--- src/hdl/lfu_active_set_evictor_defines.svh ---
// Assertion macros for the LFU active set evictor.
// Both sample on clk and are off while rst_n is low.
`ifndef LFU_ACTIVE_SET_EVICTOR_DEFINES_SVH
`define LFU_ACTIVE_SET_EVICTOR_DEFINES_SVH

// Same-cycle implication.
`define LFU_ASSERT_IMPL(label, ante, cons) \
    label: assert property (@(posedge clk) disable iff (!rst_n) (ante) |-> (cons)) \
        else $error("lfu assertion failed");

// Next-cycle implication.
`define LFU_ASSERT_NEXT(label, ante, cons) \
    label: assert property (@(posedge clk) disable iff (!rst_n) (ante) |=> (cons)) \
        else $error("lfu assertion failed");

`endif

--- src/hdl/lfu_pkg.sv ---
package lfu_pkg;

    localparam int ACTIVE_DEPTH  = 16;
    localparam int NUM_RESOURCES = 256;
    localparam int COUNT_BITS    = 16;

    localparam int ID_W   = $clog2(NUM_RESOURCES);
    localparam int LANE_W = $clog2(ACTIVE_DEPTH);
    localparam int SIZE_W = $clog2(ACTIVE_DEPTH + 1);

    // command queue between front and back
    localparam int QUEUE_DEPTH = 2;
    localparam int QPTR_W      = $clog2(QUEUE_DEPTH);
    localparam int QCNT_W      = $clog2(QUEUE_DEPTH + 1);

    localparam logic [COUNT_BITS-1:0] COUNT_MAX        = {COUNT_BITS{1'b1}};
    localparam logic [SIZE_W-1:0]     MAX_ACTIVE_RESET = SIZE_W'(8);

    localparam logic FUNC_REQUIRE = 1'b0;
    localparam logic FUNC_FLUSH   = 1'b1;

    localparam logic KIND_REQUIRE = 1'b0;
    localparam logic KIND_EVICT   = 1'b1;

    typedef enum logic {
        OP_REQUIRE,
        OP_FLUSH
    } op_t;

    typedef struct packed {
        op_t             op;
        logic [ID_W-1:0] id;
    } cmd_t;

    typedef struct packed {
        logic                  valid;
        logic                  kind;
        logic [ID_W-1:0]       subject_id;
        logic                  newly_loaded;
        logic                  list_full;
        logic [COUNT_BITS-1:0] use_count;
        logic                  last;
    } result_t;

    typedef enum logic [1:0] {
        ST_IDLE,
        ST_REQ,
        ST_FLUSH
    } state_t;

    typedef enum logic [1:0] {
        LANE_HOLD,
        LANE_MOVE,
        LANE_INSERT,
        LANE_SHIFT
    } lane_op_t;

endpackage

--- src/hdl/lfu_front.sv ---
`include "lfu_active_set_evictor_defines.svh"

module lfu_front
    import lfu_pkg::*;
(
    input  logic            clk,
    input  logic            rst_n,
    input  logic            start,
    input  logic            func,
    input  logic [ID_W-1:0] resource_id,
    output logic            busy,
    output cmd_t            q_head,
    output logic            q_valid,
    input  logic            q_pop
);

    cmd_t              slot_reg [QUEUE_DEPTH];
    logic [QPTR_W-1:0] wr_ptr_reg, wr_ptr_next;
    logic [QPTR_W-1:0] rd_ptr_reg, rd_ptr_next;
    logic [QCNT_W-1:0] count_reg, count_next;
    cmd_t              in_cmd;
    logic              push;

    // decode
    always_comb
    begin
        in_cmd.op = (func == FUNC_FLUSH) ? OP_FLUSH : OP_REQUIRE;
        in_cmd.id = resource_id;
    end

    assign busy    = (count_reg == QCNT_W'(QUEUE_DEPTH));
    assign push    = start && !busy;
    assign q_valid = (count_reg != '0);
    assign q_head  = slot_reg[rd_ptr_reg];

    always_comb
    begin
        wr_ptr_next = wr_ptr_reg;
        rd_ptr_next = rd_ptr_reg;
        count_next  = count_reg;
        if (push)
        begin
            wr_ptr_next = (wr_ptr_reg == QPTR_W'(QUEUE_DEPTH - 1)) ? '0
                                                                   : wr_ptr_reg + 1'b1;
        end
        if (q_pop)
        begin
            rd_ptr_next = (rd_ptr_reg == QPTR_W'(QUEUE_DEPTH - 1)) ? '0
                                                                   : rd_ptr_reg + 1'b1;
        end
        if (push && !q_pop)
        begin
            count_next = count_reg + 1'b1;
        end
        else if (!push && q_pop)
        begin
            count_next = count_reg - 1'b1;
        end
    end

    always_ff @(posedge clk or negedge rst_n)
    begin
        if (!rst_n)
        begin
            wr_ptr_reg <= '0;
            rd_ptr_reg <= '0;
            count_reg  <= '0;
        end
        else
        begin
            wr_ptr_reg <= wr_ptr_next;
            rd_ptr_reg <= rd_ptr_next;
            count_reg  <= count_next;
        end
    end

    always_ff @(posedge clk)
    begin
        if (push)
        begin
            slot_reg[wr_ptr_reg] <= in_cmd;
        end
    end

    `LFU_ASSERT_IMPL(a_pop_nonempty, q_pop, count_reg != '0)

endmodule

--- config.mk ---
export PLATFORM = sky130hd
export DESIGN_NAME = lfu_front
export DESIGN_NICKNAME = d
export VERILOG_FILES = /design/src/hdl/lfu_pkg.sv /design/src/hdl/lfu_front.sv
export VERILOG_INCLUDE_DIRS = /design/src /design/src/hdl
export SDC_FILE = /design/constraint.sdc
export NUM_CORES = 1
export LEC_CHECK = 0
export ABC_CLOCK_PERIOD_IN_PS = 1400
export BUFFER_PORTS_ARGS = -buffer_cell sky130_fd_sc_hd__buf_2
export CAP_MARGIN = 10
export CORE_MARGIN = 5
export CORE_UTILIZATION = 25
export DETAILED_ROUTE_END_ITERATION = 16
export HOLD_SLACK_MARGIN = 0.03
export SYNTH_ARGS = -nofsm -noshare
export SYNTH_HDL_FRONTEND = slang
export SYNTH_SLANG_ARGS = --single-unit
--- constraint.sdc ---
create_clock -name clk -period 1.4 [get_ports clk]
set_input_delay 0.28 -clock clk [delete_from_list [all_inputs] [get_ports clk]]
set_output_delay 0.28 -clock clk [all_outputs]
set_load 0.02 [all_outputs]
==> flow_metrics.tcl, run 1 <==
set metrics [dict create \
    async_flop_share_pct 18.18 \
    path_cells "buf_6, mux2_4, buf_6" \
    ys_seq_area_share_pct 71.61 \
    synth_edf_count 18 \
    grt_pass1_wl_um 2421 \
    place_area_sq_mm 0.001114 \
    cts_tree "yes" \
    yosysMostFrequentCell "edfxtp_1" \
    startpoint "rd_ptr_reg$_DFFE_PN0P_" \
    crit_top_cell "buf_6" \
    ioPinCount 24 \
    fin_cells 129 \
    leakage_nw 0.5487 \
    vdd_drop_max_uv 637.7 \
    place.gp.congestion 0.6728 \
    p_per_area_mw_per_mm2 2082 \
    area_delta_synth_final_pct 44.62 \
    routed_wl_um 1460 \
    row_count 21 \
    worst_pin_slew_ns 0.1855 \
    netlist_instances 47 \
    period_needed_ns 1.572 \
    finalSetupViolCount 10 \
    status "finished with violations" \
    die-area_sq_mm 0.004875 \
    cts_sinks 22 \
    slew_viol_final 0 \
    yosysTopAreaCell "edfxtp_1" \
    synth_area_per_cell_sq_um 19.03 \
    syn_nets 61 \
    ys_types 14 \
    rsz0062_at_grt "yes" \
    crit_path_max_fanout 5 \
    worstHoldStart "resource_id[4]" \
    cp.required_ns 1.12 \
    yosys-top-cells-count "18 x edfxtp_1, 9 x mux2_4, 4 x dfrtp_1" \
    cp-start-kind "flop" \
    final_nets 98 \
    drive_gt1_share_pct 62.65 \
    cts_max_level 1 \
    grt_pass1_vias 522 \
    endpoint_kind "output pin" \
    grt.total_usage_pct 6.355 \
    syn_area_sq_um 894.6 \
    clockBufferDepth 2 \
    setup_ws_ns -0.1721 \
    synth_ff_type "edfxtp_1" \
    reg2reg_from "count_reg[0]$_DFFE_PN0P_" \
    yosys_warnings 0 \
    n_antenna_cell 0 \
    slowest_stage "dfrtp_2" \
    dp_hpwl_um 1088 \
    setup_tns_ns -1.550 \
    post-route-period-util_pct 112.3 \
    avgRoutedWirePerCell_um 11.32 \
    antenna_found_initial 0 \
    maxCapViolCount 0 \
    die_w_um 69.82 \
    violations "negative setup slack" \
    final_antenna_net_count 0 \
    die_h_um 69.82 \
    first_pass_iters 2 \
    clkTransAtPathRegs_ns 0.11 \
    preCtsSetupSlack_ns -0.07749 \
    cts_root_buffer "clkbuf_4" \
    drc 0 \
    core_sq_mm 0.003390 \
    largest_reg_flops 18 \
    viasPerCell 3.806 \
    synth_top_area_share_pct 60.42 \
    clock_skew_ns 0.004558 \
    crit_arrival_ns 1.29 \
    grt_start_max_net_pins 13 \
    report.final.hold_viol_count 0 \
    design_area_sq_mm 0.001294 \
    grt-ovfl-total 0 \
    path_class "flop to output pin" \
    start_util_pct 26.39 \
    first_iter_violations 24 \
    hold_class "input port to flop" \
    clk-insertion-delay-late_ns 0.29 \
    vias 491 \
    fin_hold_ws_ns 0.1685 \
    rrSetupSlack_ns 0.04 \
    port_buffers 23 \
    slew_headroom_pct 87.63 \
    cpPeakStageDelay_ns 0.43 \
    synthTopCellsByArea "edfxtp_1 60%, mux2_4 15%, dfrtp_1 11%" \
    fillerInstances 316 \
    numCtsBuffers 3 \
    fmax_mhz 636.1 \
    ys_ff_latch 22 \
    dp.cells 119 \
]
[worst max-delay path, delay by kind of cell, from the launching register on]
kind / cells / cell delay [ns]
buf+inv: 2 / 0.27
mux: 1 / 0.30
flops: 1 / 0.43
[logic make-up (layout without fill, tap and decap cells)]
logic type,count (synthesis),in the layout,share of synthesized area [%]
XOR/XNOR,5,5,5.735
adder cells (fa/ha/maj),1,1,1.398
flip-flops,22,22,71.61
multiplexers,9,9,15.10
buffers and inverters,4,40,2.517
AND/OR/NAND/NOR,6,6,3.638
[path summary, 6_finish.rpt]
| check | endpoint | depth (start not counted) |
|---|---|---|
| max in group asynchronous | rd_ptr_reg$_DFFE_PN0P_ | 2 |
| setup / recovery | q_head[2] | 3 |
| hold reg to reg | wr_ptr_reg$_DFFE_PN0N_ | 1 |
| hold / removal | slot_reg[0][4]$_DFFE_PP_ | 1 |
| min in group asynchronous | wr_ptr_reg$_DFFE_PN0N_ | 2 |
| setup reg to reg | count_reg[1]$_DFFE_PN0P_ | 7 |
[per-layer routing]
metal,vias to the layer above,global-route usage (%),wire length [um],share of wire [%]
met5,-,0,0,0
met4,0,3.191,22,1.5
met3,4,3.478,137,9.4
met2,18,9.444,672,46
met1,229,7.341,628,43
li1,240,-,-,-
[where the power goes]
group / internal [mW] / switching, mW
Clock: 0.111 / 0.165
Combinational: 0.824 / 0.588
Sequential: 0.913 / 0.0929
[layout by cell type (no fill, tap or decap), drive strengths merged]
cell,instances
and3,1
buf,32
clkbuf,4
dfrtp,4
dlygate4sd3,1
edfxtp,18
ha,1
inv,3
mux2,9
nand2,1
nand2b,1
nor2,2
or2,1
xnor2,2
xor2,3
[per-stage QoR]
step | utilization, % | power [mW]
6_report | 38.17 | 2.693
2_1_floorplan | - | 1.713
3_5_place_dp | 32.85 | 2.049
4_1_cts | 37.25 | 2.659
5_1_grt | 38.17 | 2.866
3_3_place_gp | 32.85 | 2.029
[layout make-up]
cell class | instances | area (sq um) | share of cell area, %
clock buffers | 4 | 26.28 | 2.031
inverters | 3 | 11.26 | 0.8704
multi-input cells | 21 | 259.0 | 20.02
flip-flops and latches | 22 | 641.9 | 49.61
well taps | 46 | 57.56 | 4.449
repair buffers | 33 | 297.8 | 23.02
[timing repair]
| item | in CTS | in global routing |
|---|---|---|
| pin swaps | 1 | 4 |
| gates cloned | 0 | 0 |
| setup endpoints to repair | 10 | 12 |
| hold buffers | 1 | 0 |
| setup buffers | 4 | 1 |
| resized for setup | 26 | 7 |
| endpoints found under the hold margin | 4 | 0 |
No activity file was read; power rests on OpenSTA's default activity.
==> inputs of run 2 (changes only) <==
==> constraint.sdc (replaced) <==
create_clock -name clk -period 1.4 [get_ports clk]
set_input_delay 0.28 -clock clk [delete_from_list [all_inputs] [get_ports clk]]
set_output_delay 0.28 -clock clk [all_outputs]
set_load 0.05 [all_outputs]
==> run 2 against run 1 <==
The run still ends with negative setup slack left. Critical path depth is the same. Worst setup slack got worse by 0.023 ns. Utilization up 0.18 points. Hold slack worse by 0.00095 ns. Final cell count did not move. Final area increased by 0.48%. Sequential power about the same. Sequential share of layout area is 0.24 points lower. Clock skew about the same. Critical endpoint is now q_head[1].
==> flow_metrics.tcl, run 2 (synthesis results as in run 1) <==
set metrics [dict create \
    numCtsBuffers 3 \
    die_w_um 69.82 \
    rrSetupSlack_ns 0.08 \
    drive_gt1_share_pct 62.65 \
    grt.total_usage_pct 6.566 \
    first_iter_violations 15 \
    start_util_pct 26.39 \
    violations "negative setup slack" \
    maxCapViolCount 0 \
    clk-insertion-delay-late_ns 0.29 \
    ioPinCount 24 \
    cts_max_level 1 \
    grt_pass1_vias 521 \
    row_count 21 \
    final_antenna_net_count 0 \
    worst_pin_slew_ns 0.1766 \
    final_cell_mix "18 x edfxtp_1, 12 x buf_2, 11 x buf_6" \
    min_path_cells 2 \
    p_per_area_mw_per_mm2 2364 \
    cp.required_ns 1.12 \
    post-route-period-util_pct 113.9 \
    n_antenna_cell 0 \
    largest_reg_flops 18 \
    grt_start_max_net_pins 13 \
    die_h_um 69.82 \
    avgRoutedWirePerCell_um 11.88 \
    setup_ws_ns -0.1951 \
    routed_wl_um 1532 \
    total_power_mw 3.073 \
    crit_arrival_ns 1.32 \
    worstReg2RegEnd "count_reg[1]$_DFFE_PN0P_" \
    worstHoldStart "q_pop" \
    slew_viol_final 0 \
    grt-ovfl-total 0 \
    die-area_sq_mm 0.004875 \
    status "finished with violations" \
    hold_class "input port to flop" \
    vias 486 \
    reg2regPathDepth 7 \
    cp-start-kind "flop" \
    layout_commonest_cell "edfxtp_1" \
    clockBufferDepth 2 \
    cts_tree "yes" \
    area_delta_synth_final_pct 45.32 \
    cts_root_buffer "clkbuf_4" \
    final_nets 98 \
    cts_sinks 22 \
    drc 0 \
    dp_hpwl_um 1116 \
    core_sq_mm 0.003390 \
    fin_hold_ws_ns 0.1675 \
    leakage_nw 0.5493 \
    reg2reg_from "count_reg[0]$_DFFE_PN0P_" \
    grt_pass1_wl_um 2470 \
    slew_headroom_pct 88.23 \
    period_needed_ns 1.595 \
    endpoint_kind "output pin" \
    fmax_mhz 626.9 \
    clkTransAtPathRegs_ns 0.10 \
    finalSetupViolCount 10 \
    port_buffers 23 \
    clock_skew_ns 0.004653 \
    first_pass_iters 3 \
    hold_end "rd_ptr_reg$_DFFE_PN0P_" \
    vdd_drop_max_uv 800.9 \
    antenna_found_initial 0 \
    place.gp.congestion 0.6683 \
    viasPerCell 3.767 \
    rsz0062_at_grt "yes" \
    path_class "flop to output pin" \
    report.final.hold_viol_count 0 \
    crit_path_max_fanout 5 \
]
## run 2: critical path: stages, from the launching register on
cell and delay, ns:
dfrtp_2 0.43, buf_6 0.14, mux2_4 0.30, buf_8 0.15
## run 2: routing by layer
layer | up-vias | GRT usage [%] | wire length (um)
met4 | 0 | 3.830 | 0
met2 | 18 | 10.39 | 779
met5 | - | 0 | 0
met1 | 231 | 7.162 | 618
li1 | 237 | - | -
met3 | 0 | 3.043 | 133
## run 2: how the worst max path moves through the flow
stage / cells after the start / from / to
2_1_floorplan: 6 / count_reg[0]$_DFFE_PN0P_ / count_reg[1]$_DFFE_PN0P_
3_3_place_gp: 2 / rd_ptr_reg$_DFFE_PN0P_ / q_head[2]
3_5_place_dp: 2 / rd_ptr_reg$_DFFE_PN0P_ / q_head[1]
4_1_cts: 3 / rd_ptr_reg$_DFFE_PN0P_ / q_head[1]
5_1_grt: 3 / rd_ptr_reg$_DFFE_PN0P_ / q_head[1]
6_report: 3 / rd_ptr_reg$_DFFE_PN0P_ / q_head[1]
## run 2: layout make-up
cell class                      instances  area, sq um
Multi-Input combinational cell         21        254.0
Timing Repair Buffer                   33        309.0
Sequential cell                        22        641.9
Inverter                                3        11.26
Fill cell                             313         2090
Clock buffer                            4        26.28
Tap cell                               46        57.56
## run 2: repair_timing
action	in CTS	in global routing
pin swaps	0	2
hold buffers	1	0
buffers inserted	4	0
endpoints found under the setup margin	11	12
resized for setup	30	5
endpoints found under the hold margin	4	0
## run 2: power by group
group	internal, mW	switching [mW]
sequential	0.913	0.0928
clock	0.111	0.167
combinational	0.861	0.927
total	1.89	1.19
## run 2: per-stage QoR
step                      utilization (%)  TNS [ns]  cells  cell area (sq um)  setup slack, ns
final                               38.35    -1.733    129               1300          -0.1951
after global routing                38.35    -2.326    129               1300          -0.2490
after CTS                           37.87    -1.950    129               1284          -0.2200
after detailed placement            33.07   -0.9527    120               1121          -0.1157
after global placement              33.07   -0.8539    120               1121         -0.09725
after floorplan                         -         0     47              897.1          0.04258
